[src/design/cba_pkg.sv]
`default_nettype none
// ----------------------------------------------------------------------------
// cba_pkg
// Types and constants shared by the contiguous block allocator modules.
// ----------------------------------------------------------------------------
package cba_pkg;

    localparam int BLOCK_SHIFT = 3;
    localparam int ID_W        = 8;
    localparam int SIZE_W      = 16;
    localparam int MODE_W      = 2;

    typedef enum logic [1:0] {
        MODE_ADD    = 2'd0,
        MODE_GET    = 2'd1,
        MODE_DELETE = 2'd2,
        MODE_DEFRAG = 2'd3
    } mode_t;

    typedef enum logic [3:0] {
        ST_IDLE,
        ST_ADD_SCAN,
        ST_ADD_FILL,
        ST_GET_SCAN,
        ST_DEL_SCAN,
        ST_PACK_SCAN,
        ST_PACK_ZERO,
        ST_LIST_SCAN,
        ST_RESULT,
        ST_WAIT_OUT
    } state_t;

    typedef struct packed {
        logic clr_ptr;
        logic step;
        logic add_scan;
        logic add_fill;
        logic get_scan;
        logic del_scan;
        logic pack_scan;
        logic pack_zero;
        logic list_scan;
        logic list_hold;
        logic emit_single;
        logic last_pending;
    } ctrl_t;

    typedef struct packed {
        logic scan_end;
        logic add_found;
        logic fill_end;
        logic get_done;
        logic zero_end;
        logic out_busy;
    } stat_t;

endpackage : cba_pkg
`default_nettype wire

[src/design/cba_ram.sv]
`default_nettype none
// ----------------------------------------------------------------------------
// cba_ram
// Generic RAM with one write port and one read port, and a registered read.
// ----------------------------------------------------------------------------
module cba_ram #(
    parameter int WIDTH = 8,
    parameter int DEPTH = 64
) (
    input  wire logic                     aclk,
    input  wire logic                     we,
    input  wire logic [$clog2(DEPTH)-1:0] waddr,
    input  wire logic [WIDTH-1:0]         wdata,
    input  wire logic [$clog2(DEPTH)-1:0] raddr,
    output logic      [WIDTH-1:0]         rdata
);
    logic [WIDTH-1:0] mem [DEPTH];

    always_ff @(posedge aclk) begin
        if (we) begin
            mem[waddr] <= wdata;
        end
        rdata <= mem[raddr];
    end
endmodule : cba_ram
`default_nettype wire

[src/design/cba_ctrl.sv]
`default_nettype none
// ----------------------------------------------------------------------------
// cba_ctrl
// Command sequencer of the allocator.
// ----------------------------------------------------------------------------
module cba_ctrl (
    input  wire logic            aclk,
    input  wire logic            aresetn,
    input  wire logic            start,
    input  wire cba_pkg::mode_t  mode,
    input  wire logic            clear_busy,
    input  wire cba_pkg::stat_t  stat,
    output logic                 busy,
    output cba_pkg::ctrl_t       ctrl
);
    import cba_pkg::*;

    state_t state_reg, state_next;

    always_ff @(posedge aclk) begin
        if (!aresetn) begin
            state_reg <= ST_IDLE;
        end else begin
            state_reg <= state_next;
        end
    end

    always_comb begin
        state_next = state_reg;
        unique case (state_reg)
            ST_IDLE: begin
                if (start && !clear_busy) begin
                    unique case (mode)
                        MODE_ADD:    state_next = ST_ADD_SCAN;
                        MODE_GET:    state_next = ST_GET_SCAN;
                        MODE_DELETE: state_next = ST_DEL_SCAN;
                        MODE_DEFRAG: state_next = ST_PACK_SCAN;
                        default:     state_next = ST_IDLE;
                    endcase
                end
            end
            ST_ADD_SCAN: begin
                if (stat.add_found) state_next = ST_ADD_FILL;
                else if (stat.scan_end) state_next = ST_RESULT;
            end
            ST_ADD_FILL: if (stat.fill_end) state_next = ST_RESULT;
            ST_GET_SCAN: if (stat.get_done) state_next = ST_RESULT;
            ST_DEL_SCAN: if (stat.scan_end) state_next = ST_LIST_SCAN;
            ST_PACK_SCAN: if (stat.scan_end) state_next = ST_PACK_ZERO;
            ST_PACK_ZERO: if (stat.zero_end) state_next = ST_LIST_SCAN;
            ST_LIST_SCAN: begin
                if (!stat.out_busy && stat.scan_end) state_next = ST_WAIT_OUT;
            end
            ST_RESULT: if (!stat.out_busy) state_next = ST_WAIT_OUT;
            ST_WAIT_OUT: if (!stat.out_busy) state_next = ST_IDLE;
            default: state_next = ST_IDLE;
        endcase
    end

    always_comb begin
        ctrl = '0;
        busy = (state_reg != ST_IDLE) || clear_busy;
        unique case (state_reg)
            ST_IDLE: ctrl.clr_ptr = 1'b1;
            ST_ADD_SCAN: begin
                ctrl.add_scan = 1'b1;
                ctrl.step = 1'b1;
            end
            ST_ADD_FILL: begin
                ctrl.add_fill = 1'b1;
                ctrl.step = 1'b1;
            end
            ST_GET_SCAN: begin
                ctrl.get_scan = 1'b1;
                ctrl.step = 1'b1;
            end
            ST_DEL_SCAN: begin
                ctrl.del_scan = 1'b1;
                ctrl.step = 1'b1;
                ctrl.clr_ptr = stat.scan_end;
            end
            ST_PACK_SCAN: begin
                ctrl.pack_scan = 1'b1;
                ctrl.step = 1'b1;
            end
            ST_PACK_ZERO: begin
                ctrl.pack_zero = 1'b1;
                ctrl.step = 1'b1;
                ctrl.clr_ptr = stat.zero_end;
            end
            ST_LIST_SCAN: begin
                ctrl.list_scan = !stat.out_busy;
                ctrl.step = !stat.out_busy;
                ctrl.list_hold = stat.out_busy;
            end
            ST_RESULT: ctrl.emit_single = !stat.out_busy;
            ST_WAIT_OUT: ctrl.last_pending = 1'b1;
            default: ctrl = '0;
        endcase
    end
endmodule : cba_ctrl
`default_nettype wire

[src/design/cba_dp.sv]
`default_nettype none
// ----------------------------------------------------------------------------
// cba_dp
// Block store, scan pointers, run tracking and output register.
// ----------------------------------------------------------------------------
module cba_dp #(
    parameter int NUM_BLOCKS = 64
) (
    input  wire logic                        aclk,
    input  wire logic                        aresetn,
    input  wire logic                        start,
    input  wire logic [cba_pkg::MODE_W-1:0]  in_mode,
    input  wire logic [cba_pkg::ID_W-1:0]    in_id,
    input  wire logic [cba_pkg::SIZE_W-1:0]  in_size,
    input  wire cba_pkg::ctrl_t              ctrl,
    output cba_pkg::stat_t                   stat,
    output logic                             clear_busy,
    output logic                             out_valid,
    input  wire logic                        out_ready,
    output logic [cba_pkg::ID_W-1:0]         out_owner,
    output logic [5:0]                       out_first,
    output logic [5:0]                       out_last_block,
    output logic                             out_success,
    output logic                             out_last
);
    import cba_pkg::*;

    localparam int AW = $clog2(NUM_BLOCKS);
    localparam int CW = AW + 1;
    localparam int NW = SIZE_W - BLOCK_SHIFT + 1;

    // read pointer runs one ahead of the registered data
    logic [CW-1:0] rp_reg, rp_next;
    logic [CW-1:0] dp_reg, dp_next;
    logic          dv_reg, dv_next;
    logic [CW-1:0] wp_reg, wp_next;
    logic [CW-1:0] run_reg, run_next;
    logic [CW-1:0] start_reg, start_next;
    logic          found_reg, found_next;
    logic [ID_W-1:0] id_reg;
    logic [NW-1:0] need_reg;
    logic          ok_reg;
    logic [CW-1:0] clr_reg, clr_next;

    logic [ID_W-1:0] o_owner_reg, o_owner_next;
    logic [5:0]      o_first_reg, o_first_next;
    logic [5:0]      o_lastb_reg, o_lastb_next;
    logic            o_succ_reg, o_succ_next;
    logic            o_last_reg, o_last_next;
    logic            o_valid_reg, o_valid_next;
    logic            held_reg, held_next;
    logic            open_reg, open_next;
    logic [ID_W-1:0] h_owner_reg, h_owner_next;
    logic [5:0]      h_first_reg, h_first_next;
    logic [5:0]      h_lastb_reg, h_lastb_next;

    logic            we;
    logic [AW-1:0]   waddr;
    logic [ID_W-1:0] wdata;
    logic [ID_W-1:0] rdata;

    // get keeps its last match in run_reg, add derives the end from need
    logic            get_mode_reg;
    logic [5:0]      single_last;

    cba_ram #(.WIDTH(ID_W), .DEPTH(NUM_BLOCKS)) u_ram (
        .aclk  (aclk),
        .we    (we),
        .waddr (waddr),
        .wdata (wdata),
        .raddr (rp_reg[AW-1:0]),
        .rdata (rdata)
    );

    logic [NW-1:0] need_in;
    logic          rd_end;
    logic [CW-1:0] run_inc;
    logic          d_end;
    logic          out_free;

    assign need_in = NW'((in_size >> BLOCK_SHIFT)) + NW'(in_size[BLOCK_SHIFT-1:0] != '0);
    assign rd_end  = (rp_reg == CW'(NUM_BLOCKS));
    assign run_inc = run_reg + CW'(1);
    assign d_end   = dv_reg && (dp_reg == CW'(NUM_BLOCKS - 1));
    assign out_free = !o_valid_reg || out_ready;
    assign clear_busy = (clr_reg != CW'(NUM_BLOCKS));
    assign single_last = get_mode_reg ? 6'(run_reg)
                                      : 6'(start_reg + CW'(need_reg) - CW'(1));

    always_ff @(posedge aclk) begin
        if (start) begin
            id_reg   <= in_id;
            need_reg <= need_in;
            ok_reg   <= (in_size != '0) && (in_id != '0) && (need_in <= NW'(NUM_BLOCKS));
            get_mode_reg <= (in_mode == MODE_GET);
        end
    end

    always_comb begin
        rp_next = rp_reg;
        dp_next = dp_reg;
        dv_next = 1'b0;
        wp_next = wp_reg;
        run_next = run_reg;
        start_next = start_reg;
        found_next = found_reg;
        clr_next = clr_reg;
        we = 1'b0;
        waddr = dp_reg[AW-1:0];
        wdata = '0;
        stat = '0;
        o_owner_next = o_owner_reg;
        o_first_next = o_first_reg;
        o_lastb_next = o_lastb_reg;
        o_succ_next = o_succ_reg;
        o_last_next = o_last_reg;
        o_valid_next = o_valid_reg && !out_ready;
        held_next = held_reg;
        open_next = open_reg;
        h_owner_next = h_owner_reg;
        h_first_next = h_first_reg;
        h_lastb_next = h_lastb_reg;

        stat.out_busy = !out_free;
        stat.scan_end = d_end;

        if (clear_busy) begin
            we = 1'b1;
            waddr = clr_reg[AW-1:0];
            clr_next = clr_reg + CW'(1);
        end

        if (ctrl.step && !rd_end) begin
            rp_next = rp_reg + CW'(1);
            dv_next = 1'b1;
            dp_next = rp_reg;
        end

        // unconsumed block is read again once the output frees up
        if (ctrl.list_hold && dv_reg) begin
            rp_next = dp_reg;
        end

        if (ctrl.clr_ptr) begin
            rp_next = '0;
            dv_next = 1'b0;
            wp_next = '0;
            run_next = '0;
            found_next = 1'b0;
            held_next = 1'b0;
            open_next = 1'b0;
        end

        if (ctrl.add_scan) begin
            stat.scan_end = d_end || !ok_reg;
            if (dv_reg && ok_reg) begin
                if (rdata == '0) begin
                    run_next = run_inc;
                    if (run_inc == CW'(need_reg)) begin
                        stat.add_found = 1'b1;
                        found_next = 1'b1;
                        start_next = dp_reg + CW'(1) - CW'(need_reg);
                        wp_next = dp_reg + CW'(1) - CW'(need_reg);
                    end
                end else begin
                    run_next = '0;
                end
            end
        end

        if (ctrl.add_fill) begin
            we = 1'b1;
            waddr = wp_reg[AW-1:0];
            wdata = id_reg;
            wp_next = wp_reg + CW'(1);
            stat.fill_end = (wp_reg + CW'(1) == start_reg + CW'(need_reg));
        end

        if (ctrl.get_scan) begin
            stat.get_done = d_end || (id_reg == '0);
            if (dv_reg && id_reg != '0) begin
                if (rdata == id_reg) begin
                    if (!found_reg) begin
                        found_next = 1'b1;
                        start_next = dp_reg;
                    end
                    run_next = dp_reg;
                end else if (found_reg) begin
                    stat.get_done = 1'b1;
                end
            end
        end

        if (ctrl.del_scan && dv_reg && rdata == id_reg) begin
            we = 1'b1;
            waddr = dp_reg[AW-1:0];
            wdata = '0;
        end

        if (ctrl.pack_scan && dv_reg && rdata != '0) begin
            we = 1'b1;
            waddr = wp_reg[AW-1:0];
            wdata = rdata;
            wp_next = wp_reg + CW'(1);
        end

        if (ctrl.pack_zero) begin
            stat.zero_end = (wp_reg >= CW'(NUM_BLOCKS - 1));
            if (wp_reg < CW'(NUM_BLOCKS)) begin
                we = 1'b1;
                waddr = wp_reg[AW-1:0];
                wdata = '0;
                wp_next = wp_reg + CW'(1);
            end
        end

        // a closed run waits until the next run starts or the scan ends
        if (ctrl.list_scan && dv_reg) begin
            if (held_reg && open_reg && rdata == h_owner_reg) begin
                h_lastb_next = 6'(dp_reg);
            end else if (rdata != '0) begin
                if (held_reg) begin
                    o_valid_next = 1'b1;
                    o_owner_next = h_owner_reg;
                    o_first_next = h_first_reg;
                    o_lastb_next = h_lastb_reg;
                    o_succ_next = 1'b1;
                    o_last_next = 1'b0;
                end
                held_next = 1'b1;
                open_next = 1'b1;
                h_owner_next = rdata;
                h_first_next = 6'(dp_reg);
                h_lastb_next = 6'(dp_reg);
            end else begin
                open_next = 1'b0;
            end
        end

        if (ctrl.emit_single) begin
            o_valid_next = 1'b1;
            o_last_next = 1'b1;
            if (found_reg) begin
                o_owner_next = id_reg;
                o_first_next = 6'(start_reg);
                o_lastb_next = single_last;
                o_succ_next = 1'b1;
            end else begin
                o_owner_next = '0;
                o_first_next = '0;
                o_lastb_next = '0;
                o_succ_next = 1'b0;
            end
        end

        // last run of a list goes out when the scan is over
        if (ctrl.last_pending && held_reg && out_free) begin
            o_valid_next = 1'b1;
            o_owner_next = h_owner_reg;
            o_first_next = h_first_reg;
            o_lastb_next = h_lastb_reg;
            o_succ_next = 1'b1;
            o_last_next = 1'b1;
            held_next = 1'b0;
        end else if (ctrl.last_pending && !held_reg && o_valid_reg && out_ready) begin
            o_valid_next = 1'b0;
        end
        stat.out_busy = !out_free || (ctrl.last_pending && held_reg);
    end

    always_ff @(posedge aclk) begin
        if (!aresetn) begin
            rp_reg <= '0;
            dv_reg <= 1'b0;
            wp_reg <= '0;
            run_reg <= '0;
            found_reg <= 1'b0;
            clr_reg <= '0;
            o_valid_reg <= 1'b0;
            held_reg <= 1'b0;
            open_reg <= 1'b0;
        end else begin
            rp_reg <= rp_next;
            dv_reg <= dv_next;
            wp_reg <= wp_next;
            run_reg <= run_next;
            found_reg <= found_next;
            clr_reg <= clr_next;
            o_valid_reg <= o_valid_next;
            held_reg <= held_next;
            open_reg <= open_next;
        end
        dp_reg <= dp_next;
        start_reg <= start_next;
        o_owner_reg <= o_owner_next;
        o_first_reg <= o_first_next;
        o_lastb_reg <= o_lastb_next;
        o_succ_reg <= o_succ_next;
        o_last_reg <= o_last_next;
        h_owner_reg <= h_owner_next;
        h_first_reg <= h_first_next;
        h_lastb_reg <= h_lastb_next;
    end

    assign out_valid      = o_valid_reg;
    assign out_owner      = o_owner_reg;
    assign out_first      = o_first_reg;
    assign out_last_block = o_lastb_reg;
    assign out_success    = o_succ_reg;
    assign out_last       = o_last_reg;
endmodule : cba_dp
`default_nettype wire

[src/design/contiguous_block_allocator.sv]
`default_nettype none
// ----------------------------------------------------------------------------
// contiguous_block_allocator
// First-fit contiguous block allocator with delete, get and compaction.
//
//  channel  dir  tdata fields (low bit up)          tuser / tlast
//  s_axis   in   mode, file_id, size_kb              -
//  m_axis   out  owner, first_block, last_block,     tlast = last
//                success
//
// one command at a time; get is one scan, add a scan and then a fill, delete
// a scan and then a run list, defragment a pack, a zero fill and a run list.
// after reset a clearing pass over all NUM_BLOCKS blocks runs before the first
// beat is taken. stalls on m_axis hold the result and pause the run list scan.
// ----------------------------------------------------------------------------
module contiguous_block_allocator #(
    parameter int NUM_BLOCKS = 64
) (
    input  wire logic        aclk,
    input  wire logic        aresetn,
    input  wire logic        s_axis_tvalid,
    output logic             s_axis_tready,
    input  wire logic [31:0] s_axis_tdata,  // mode, file_id, size_kb
    output logic             m_axis_tvalid,
    input  wire logic        m_axis_tready,
    output logic [23:0]      m_axis_tdata,  // owner, first_block, last_block, success
    output logic             m_axis_tlast
);
    import cba_pkg::*;

    logic   busy;
    logic   start;
    logic   clear_busy;
    ctrl_t  ctrl;
    stat_t  stat;
    logic [ID_W-1:0] owner;
    logic [5:0] first_b, last_b;
    logic   success;

    assign s_axis_tready = !busy;
    assign start = s_axis_tvalid && s_axis_tready;

    cba_ctrl u_ctrl (
        .aclk       (aclk),
        .aresetn    (aresetn),
        .start      (start),
        .mode       (mode_t'(s_axis_tdata[1:0])),
        .clear_busy (clear_busy),
        .stat       (stat),
        .busy       (busy),
        .ctrl       (ctrl)
    );

    cba_dp #(.NUM_BLOCKS(NUM_BLOCKS)) u_dp (
        .aclk           (aclk),
        .aresetn        (aresetn),
        .start          (start),
        .in_mode        (s_axis_tdata[1:0]),
        .in_id          (s_axis_tdata[9:2]),
        .in_size        (s_axis_tdata[25:10]),
        .ctrl           (ctrl),
        .stat           (stat),
        .clear_busy     (clear_busy),
        .out_valid      (m_axis_tvalid),
        .out_ready      (m_axis_tready),
        .out_owner      (owner),
        .out_first      (first_b),
        .out_last_block (last_b),
        .out_success    (success),
        .out_last       (m_axis_tlast)
    );

    assign m_axis_tdata = {3'b000, success, last_b, first_b, owner};

    a_no_accept_when_busy: assert property (@(posedge aclk) disable iff (!aresetn)
        busy |-> !s_axis_tready) else $error("accept while busy");
    a_idle_no_out: assert property (@(posedge aclk) disable iff (!aresetn)
        $past(clear_busy) |-> !m_axis_tvalid) else $error("output during clear");
    a_fail_zero: assert property (@(posedge aclk) disable iff (!aresetn)
        (m_axis_tvalid && !success) |-> (owner == '0 && m_axis_tlast))
        else $error("failed result not zero");
endmodule : contiguous_block_allocator
`default_nettype wire

[config.mk]
export PLATFORM = sky130hd
export DESIGN_NAME = contiguous_block_allocator
export DESIGN_NICKNAME = d
export VERILOG_FILES = /design/src/design/cba_pkg.sv /design/src/design/cba_ram.sv /design/src/design/cba_ctrl.sv /design/src/design/cba_dp.sv /design/src/design/contiguous_block_allocator.sv
export SDC_FILE = /design/constraint.sdc
export NUM_CORES = 1
export LEC_CHECK = 0
export BUFFER_PORTS_ARGS = -buffer_cell sky130_fd_sc_hd__buf_2
export CAP_MARGIN = 10
export CELL_PAD_IN_SITES_DETAIL_PLACEMENT = 1
export CELL_PAD_IN_SITES_GLOBAL_PLACEMENT = 1
export CORE_ASPECT_RATIO = 1.4
export CORE_MARGIN = 4
export CORE_UTILIZATION = 45
export DETAILED_ROUTE_END_ITERATION = 8
export PLACE_DENSITY = 0.69
export SLEW_MARGIN = 10
export SYNTH_ARGS = -nofsm -noshare
export SYNTH_HDL_FRONTEND = slang
export SYNTH_SLANG_ARGS = --single-unit
[constraint.sdc]
create_clock -name aclk -period 4.9 [get_ports aclk]
set_input_delay 0.735 -clock aclk [delete_from_list [all_inputs] [get_ports aclk]]
set_output_delay 0.735 -clock aclk [all_outputs]
set_load 0.02 [all_outputs]
# After elaboration in Yosys (flattened, before gate mapping)
# Memory sizes are Yosys's and may differ from the RTL's. A register that Yosys moved wholly into a read port is not among the register bits.
# Index checks and enable logic that the tools add are counted.
word_totals:
  ff_bits: 110
  ramBits: 512
  in_bits: 36
  output_inout_bits: 27
  elab_cells: 269
  n_memories: 1
mem_list:
  columns: ["memory", "depth", "width", "rd", "rd_ports_with_merged_regs", "wr", "line_no", "source"]
  rows:
  - ["u_dp.u_ram.mem", 64, 8, 1, 1, 1, "cba_ram.sv:17", "logic [WIDTH-1:0] mem [DEPTH];"]
classes:
  addsub: 9
  order_cmp: 3
  eq_ne: 31
  n_mux: 134
  n_bitwise: 2
  n_reduce_logical: 65
op_table:
  columns: ["operator", "count"]
  rows:
  - ["$mux W7", 26]
  - ["$mux W6", 23]
  - ["$mux W8", 12]
  - ["$mux W1", 56]
  - ["$mux W4", 11]
  - ["$pmux W4 S10", 1]
  - ["$add A7 B1 Y7 const B", 5]
  - ["$reduce_bool A8 Y1", 3]
  - ["$logic_and A1 B1 Y1", 23]
  - ["$eq A4 B3 Y1 const B", 4]
  - ["$eq A8 B8 Y1", 2]
  - ["$logic_not A8 Y1", 2]
  - ["$pmux W4 S4", 1]
  - ["$reduce_bool A16 Y1", 1]
  - ["$add A13 B1 Y14", 1]
  - ["$eq A7 B7 Y1", 2]
  - ["$le A14 B7 Y1 const B", 1]
  - ["$reduce_and A4 Y1", 3]
  - ["$reduce_bool A3 Y1", 4]
  - ["$ne A2 B1 Y1 const B", 5]
  - ["$ne A2 B2 Y1 const B", 5]
  - ["$reduce_and A10 Y1", 1]
  - ["$reduce_bool A2 Y1", 5]
  - ["$logic_not A1 Y1", 9]
  - ["other kinds (27)", 38]

# Depth between registers and ports, before layout
# Gate-level depths: netlist of run 1.
logic_depth:
  word_depth: 16
  mapped_depth: 13
  mapped_depth_nobuf: 11

# Cells and area by module
# From an unflattened synthesis of run 1, not the netlist that was laid out.
hier_totals:
  hier_cells: 1652
  hier_area_um2: 26905.8
modules_own_cells:
  columns: ["module", "instances", "cells_each", "area_per_inst_um2", "seq_area_each_um2"]
  rows:
  - ["cba_ram", 1, 940, 20161.8, 15534.9]
  - ["cba_dp", 1, 634, 6223.5, 2762.6]
  - ["cba_ctrl", 1, 71, 476.7, 80.1]
  - ["contiguous_block_allocator", 1, 7, 43.8, 0.0]

# Worst setup path after synthesis of run 1
# No wires, ideal clock.
synth_path:
  path_type: "input to register"
  start: "in m_axis_tready"
  end: "reg u_dp.o_first_reg[0] (netlist: u_dp.out_first[0]) (enable)"
  setup_ns: 0.380
  t_arrival_ns: 3.272
  t_required_ns: 4.520
  slack_ns: 1.248
  cell_stages: 5
  path_buffers: 0
  cell_sequence: "nor2b_1 or3_1 nor3_1 nand2_1 nand3_1"
synth_between:
  elab_chain_cells: 8
  elab_cells_between_ends: 13
  classes_between: "eq/ne (1); mux (2); reduce/logical (10)"
synth_rtl:
  columns: ["item", "line_no", "source"]
  rows:
  - ["start: declaration", "contiguous_block_allocator.sv:25", "input wire logic m_axis_tready,"]
  - ["$logic_or A1 B1 Y1 *", "cba_dp.sv:85", "assign out_free = !o_valid_reg || out_ready;"]
  - ["$logic_not A1 Y1", null, null]
  - ["$logic_or A1 B1 Y1", "cba_dp.sv:268", "stat.out_busy = !out_free || (ctrl.last_pending && held_reg);"]
  - ["$logic_not A1 Y1", "cba_ctrl.sv:92, cba_ctrl.sv:96", null]
  - ["$mux W2", "cba_ctrl.sv:63", "unique case (state_reg)"]
  - ["$logic_and A1 B1 Y1", "cba_dp.sv:218", "if (ctrl.list_scan && dv_reg) begin"]
  - ["$reduce_bool A3 Y1 (no source line)", null, null]
  - ["$reduce_and A4 Y1 (no source line) *", null, null]
  - ["end signal: assignment", "cba_dp.sv:296", "o_first_reg <= o_first_next;"]
  - ["end: declaration", "cba_dp.sv:46", "logic [5:0] o_first_reg, o_first_next;"]
# Mark *: on every way between the ends. The rest lies on a longest branch, timed or not.
# A chain may end at the register's enable or synchronous reset.

# Worst setup path in the final report of run 1
layout_path:
  start: "reg u_dp.u_ram.rdata[1] (read register of u_dp.u_ram.mem)"
  end: "mem u_dp.u_ram.mem[20][1] (enable)"
layout_between:
  elab_chain_cells: 8
  elab_cells_between_ends: 14
  classes_between: "eq/ne (1); mux (10); reduce/logical (3)"
layout_rtl:
  columns: ["item", "line_no", "source"]
  rows:
  - ["start: declaration", "cba_ram.sv:15", "output logic [WIDTH-1:0] rdata"]
  - ["$eq A8 B8 Y1", "cba_dp.sv:194", "if (ctrl.del_scan && dv_reg && rdata == id_reg) begin"]
  - ["$logic_and A1 B1 Y1", "cba_dp.sv:194", null]
  - ["$mux W1", "cba_dp.sv:194", null]
  - ["$mux W1", "cba_dp.sv:200", "if (ctrl.pack_scan && dv_reg && rdata != '0) begin"]
  - ["$mux W1", "cba_dp.sv:209", "if (wp_reg < CW'(NUM_BLOCKS)) begin"]
  - ["$mux W1", "cba_dp.sv:207", "if (ctrl.pack_zero) begin"]
  - ["$mux W1", "cba_ram.sv:20", "if (we) begin"]
  - ["$mux W1 (implied by the code)", "cba_ram.sv:21", "mem[waddr] <= wdata;"]
  - ["end: declaration", "cba_ram.sv:17", null]
# Parallel ways exist; a longest one is shown, timed or not.

==> impl_results.md, run 1 <==
- Critical Path Source Type: register
- Pre-CTS setup slack: 0.5256 ns
- RSZ-0062 raised after global routing: false
- WL met2: 37.26 mm
- Area leader, netlist: edfxtp_1
- Largest Register: u_dp.u_ram.mem
- Max reg flops: 512
- Layout cells sized above 1: 0.2393
- Share of the yosys chip area belonging to registers: 0.6939
- Initial drt markers: 1180
- Slew margin rel.: 0.2036
- CTS sink count: 630
- ANT nets after route: 0
- Worst-Skew Late Latency: 0.63 ns
- CP endpoint kind: register
- LEAKAGE: 9.736 nW
- Chip Height: 295.0 um
- Final worst setup slack: 0.5518 ns
- Top cells by area, synth: edfxtp_1 (65%), mux4_2 (14%), dfxtp_1 (4.1%)
- Setup violators final: 0
- Hold buffer count at CTS: 0
- Async set-reset flop share out of synthesis: 0
- DRC errors left: 0
- Number of global-route vias before repair: 15.63k
- CTS HTree Levels: 2
- Number of max-cap violations: 0
- Final setup skew: 0.03936 ns
- Worst min path class: input pin to register
- DR top layer: met4
- First-pass GRT wire length: 103.6 mm
- IO Count: 63
- Critical Path RT: 5.15 ns
- List of most frequent post-synthesis cells: edfxtp_1 (576), mux4_2 (165), nor2_1 (125)
- Worst Tran Pin Value: 1.184 ns
- Final hold violations: 0
- Cts bufs inserted: 55
- CP max FO: 26
- Synth cell types: 68
- Initial antenna violation count: 0
- CTS clk-pin slew, worst paths: 0.06 ns
- Post-CTS setup buffer count: 0
- Final WL: 69.35 mm
- Initial Util: 0.4530
- Seq cells post-synth: 630
- Initial DRT Pass Iterations: 5
- Peak Freq: 230.0 MHz
- Routed len/inst: 28.31 um
- Die X: 213.0 um
- Post-synth EDFFs: 576
- TritonCTS clock tree: done
- Tmin final: 4.348 ns
- Synthesized cell area: 26480 sq um
- CP Data Arrival Time: 4.60 ns
- Largest net degree at the start of global routing: 51
- Period utilization: 0.8874
- Total power divided by cell area: 496.2 nW/um^2
- Final core occ: 0.5099
- Max clock buf depth: 3
- Post-Syn Instances: 1546
- Net total in the final layout: 1723
- Final TNS setup: 0 ns
- GPL Wtd Cong: 0.8455
- Count leader, synth: edfxtp_1
- Max IR drop VDD: 292.9 uV
- Area Growth Syn to Fin: 12.56%
- Max-slew violations: 0
- Site Rows: 105
- Crit Path Class: register to register
- Avg Inst Size Synth: 17.13 sq um
- Synth warn: 0
- WL met3: 2.686 mm
- Root Buffer Master: clkbuf_16
- Most used DFF post-synth: edfxtp_1
- Post_cts resized: 0
- Outcome: finished clean
- Core Region: 58460 sq um
- Vias: 14.50k
- Die area: 62850 sq um
- Via-to-Cell Ratio: 5.920
- Gr usage total: 0.2239
- Port bufs: 53
- HPWL Detailed: 47.88 mm
- WL met1: 25.89 mm
- Top-area cell type share of the netlist area: 0.6531
- GRT overflow: 0
- Ant. Diodes: 0
-- critical path, cell delays in order (launching register included) --
cell and delay [ns]:
dfxtp_1 0.36, or4_1 0.58, or2_4 0.31, a211oi_4 0.89, mux2i_1 0.49, nand3_1 0.52, nor2_1 0.82
-- stage by stage --
| step | cell area (sq um) | hold WS (ns) | power, mW | std cells |
|---|---|---|---|---|
| floorplan | 26490 | 0.4064 | 9.157 | 1548 |
| global placement | 28020 | 0.4529 | 10.49 | 2351 |
| detailed placement | 28020 | 0.4755 | 10.62 | 2351 |
| CTS | 29800 | 0.2731 | 14.95 | 2450 |
| global route | 29810 | 0.2905 | 15.40 | 2450 |
| finish | 29810 | 0.3162 | 14.79 | 2450 |
-- logic make-up after synthesis --
kind of cell,share of synthesized area
buffers and inverters,0.01455
and+or+nand+nor,0.06921
AOI/OAI and AO/OA,0.04195
muxes,0.1445
adders and majority gates,0.01380
other,0.0001416
DFF,0.6939
xor gates and xnor gates,0.02192
-- cell type report --
cell class              count  area [sq um]
fillers                  5414         28650
repair buffers            129         860.8
well taps                 749         937.1
multi-input cells         822          7760
clock inverters            29         330.3
flip-flops and latches    630         18390
clock buffers              70          1454
inverters                  21         78.83
-- report_power, final --
part,switching [mW],internal [mW]
logic,2.12,1.37
clock network,1.92,2.42
registers,0.402,6.56
-- worst paths after layout --
kind | start | to | slack (ns) | cells after the start
setup / recovery | u_dp.u_ram.rdata[1] | u_dp.u_ram.mem[20][1] | 0.55 | 6
setup reg to reg | u_dp.u_ram.rdata[1] | u_dp.u_ram.mem[20][1] | 0.55 | 6
hold reg to reg | u_dp.out_last | u_dp.out_last | 0.49 | 2
hold / removal | s_axis_tdata[7] | u_dp.id_reg[5] | 0.32 | 1
-- layer usage --
layer  GRT usage  vias up
met1      0.2691     7603
met3     0.02728      121
met5           0        -
li1            -     6376
met2      0.4053      404
met4     0.09745        0
-- layout by cell type, fill, tap and decap left out, types with 5 or more instances in the layout --
cell type and count:
a211oi_1 14, a21oi_1 37, xnor2_1 35, mux4_2 165, o21ai_0 39, xor2_1 26
nor2_1 125, ha_1 26, a31oi_1 11, a31o_2 5, and3_1 12, or3_1 9
nor2b_1 7, clkinv_1 10, a21o_1 7, nor3_1 14, or4_1 5, o21bai_1 6
a22o_2 8, nand3_1 56, nor4_1 8, mux2i_1 11, clkbuf_16 56, clkbuf_1 14
a221oi_1 7, buf_4 74, nand2b_1 9, nand3b_1 6, buf_2 53, inv_1 21
nand2_1 97, or2_2 7, clkinv_2 7, bufinv_16 6, nand4_1 10, dfxtp_1 50
edfxtp_1 576
No activity file was read; power rests on OpenSTA's default activity.
==> run 2, diff against run 1 <==
--- a/config.mk
+++ b/config.mk
@@ -5,7 +5,7 @@
 export SDC_FILE = /design/constraint.sdc
 export NUM_CORES = 1
 export LEC_CHECK = 0
-export BUFFER_PORTS_ARGS = -buffer_cell sky130_fd_sc_hd__buf_2
+export BUFFER_PORTS_ARGS = -buffer_cell sky130_fd_sc_hd__clkbuf_2
 export CAP_MARGIN = 10
 export CELL_PAD_IN_SITES_DETAIL_PLACEMENT = 1
 export CELL_PAD_IN_SITES_GLOBAL_PLACEMENT = 1
==> run 2 against run 1 <==
- sequential power about the same
- largest power group unchanged
- critical path depth grew 1
- utilization grew 0.20 points
- critical endpoint is now u_dp.u_ram.mem[15][4]
- cell count up 0.49%
==> impl_results.md, run 2 (same netlist as run 1, synthesis figures left out) <==
- Outcome: finished clean
- Commonest non-fill, non-tap cell in the layout: edfxtp_1
- LEAKAGE: 9.827 nW
- Post-route cell area: 29930 sq um
- Worst Tran Pin Value: 1.212 ns
- CTS clk-pin slew, worst paths: 0.06 ns
- Final setup skew: 0.03459 ns
- Max clock buf depth: 3
- Final hold violations: 0
- Die area: 62850 sq um
- Layout cells sized above 1: 0.2452
- Number of global-route vias before repair: 15.75k
- Post-DP Area: 28030 sq um
- Worst-Skew Late Latency: 0.64 ns
- ANT nets after route: 0
- Setup violators final: 0
- Die X: 213.0 um
- Max incr delay on CP: 0.89 ns
- IO Count: 63
- Via-to-Cell Ratio: 5.927
- Hold buffer count at CTS: 0
- CP endpoint kind: register
- Final WL: 69.01 mm
- Initial Util: 0.4530
- Most frequent CP cell: nor2_1
- Max IR drop VDD: 305.8 uV
- DRC errors left: 0
- CP Data Arrival Time: 4.63 ns
- Worst min path class: input pin to register
- First-pass GRT wire length: 104.0 mm
- GPL Wtd Cong: 0.8654
- Final cell count without fillers: 2462
- GRT overflow: 0
- CTS sink count: 630
- Peak Freq: 228.2 MHz
- CTS HTree Levels: 2
- Critical Path Source Type: register
- Number of max-cap violations: 0
- Net total in the final layout: 1729
- RSZ-0062 raised after global routing: false
- Site Rows: 105
- Vias: 14.59k
- Commonest cells after routing, fill and taps aside: edfxtp_1 (576), mux4_2 (165), nor2_1 (125), nand2_1 (97), buf_4 (76)
- CP max FO: 26
- Port bufs: 53
- Largest Register: u_dp.u_ram.mem
- Chip Height: 295.0 um
- TritonCTS clock tree: done
- Area Growth Syn to Fin: 13.00%
- Max-slew violations: 0
- Root Buffer Master: clkbuf_16
- Gr usage total: 0.2238
- Ant. Diodes: 0
- Core Region: 58460 sq um
- Final TNS setup: 0 ns
- Slowest cell on crit path: a211oi_4
- Number of placed cells counting well taps: 2353
- HPWL Detailed: 47.59 mm
- Layout fillers: 5415
- Total chip power: 14.90 mW
- Pre-CTS setup slack: 0.6055 ns
- Max reg flops: 512
- Routed len/inst: 28.03 um
- Cts bufs inserted: 58
- Slew margin rel.: 0.1845
- Largest net degree at the start of global routing: 57
- Post-CTS setup buffer count: 0
- Tmin final: 4.383 ns
- Total power divided by cell area: 498.0 nW/um^2
- Crit Path Class: register to register
- Worst path bufs/invs: 0
- Critical Path RT: 5.15 ns
- Critical path, cell by cell: or4_1 -> or2_4 -> a211oi_4 -> nor2_1 -> a31oi_1 -> nand3_1 -> nor2_1
- Initial antenna violation count: 0
- Initial drt markers: 1211
- Initial DRT Pass Iterations: 5
- Period utilization: 0.8944
- Critical path's top delay family: simple AND/OR/NAND/NOR gates
- Final worst setup slack: 0.5173 ns
- Post_cts resized: 0
## run 2: cell count changes in the layout (fill, tap and decap cells not counted), sizes merged
cell and delta:
inv +3, buf -50, clkbuf +56, clkinv +3
## run 2: per-stage QoR
| step | utilization | hold WS [ns] |
|---|---|---|
| after global routing | 0.5119 | 0.2941 |
| after CTS | 0.5117 | 0.2747 |
| after floorplan | - | 0.4064 |
| after global placement | 0.4795 | 0.4585 |
| after detailed placement | 0.4795 | 0.4680 |
| final | 0.5119 | 0.3106 |
## run 2: power breakdown
part | leakage (nW) | internal, mW | switching (mW) | total, mW
clock network | 0.913 | 2.51 | 1.96 | 4.47
registers | 5.77 | 6.56 | 0.422 | 6.98
logic | 3.15 | 1.37 | 2.08 | 3.45
total | 9.83 | 10.4 | 4.46 | 14.9
## run 2: cell type report
class	instances	area, sq um	area share
clock inverters	35	374.1	0.01250
flip-flops and latches	630	18390	0.6144
well taps	749	937.1	0.03132
repair buffers	132	887.1	0.02964
clock buffers	73	1508	0.05038
inverters	21	78.83	0.002634
multi-input cells	822	7754	0.2591
## run 2: final timing paths
path,startpoint,end,slack [ns],depth (start not counted)
worst min register to register,u_dp.out_last,u_dp.out_last,0.49,2
worst max-delay path,u_dp.u_ram.rdata[5],u_dp.u_ram.mem[15][4],0.52,7
worst min-delay path,s_axis_tdata[9],u_dp.id_reg[7],0.31,1
worst max register to register,u_dp.u_ram.rdata[5],u_dp.u_ram.mem[15][4],0.52,7
## run 2: routing by layer
metal  up-vias  wire (um)  GRT usage
li1       6402          -          -
met1      7621      25010     0.2654
met2       431      37150     0.4027
met3       139       3073    0.02983
met4         0       3778     0.1063
met5         -          0          0
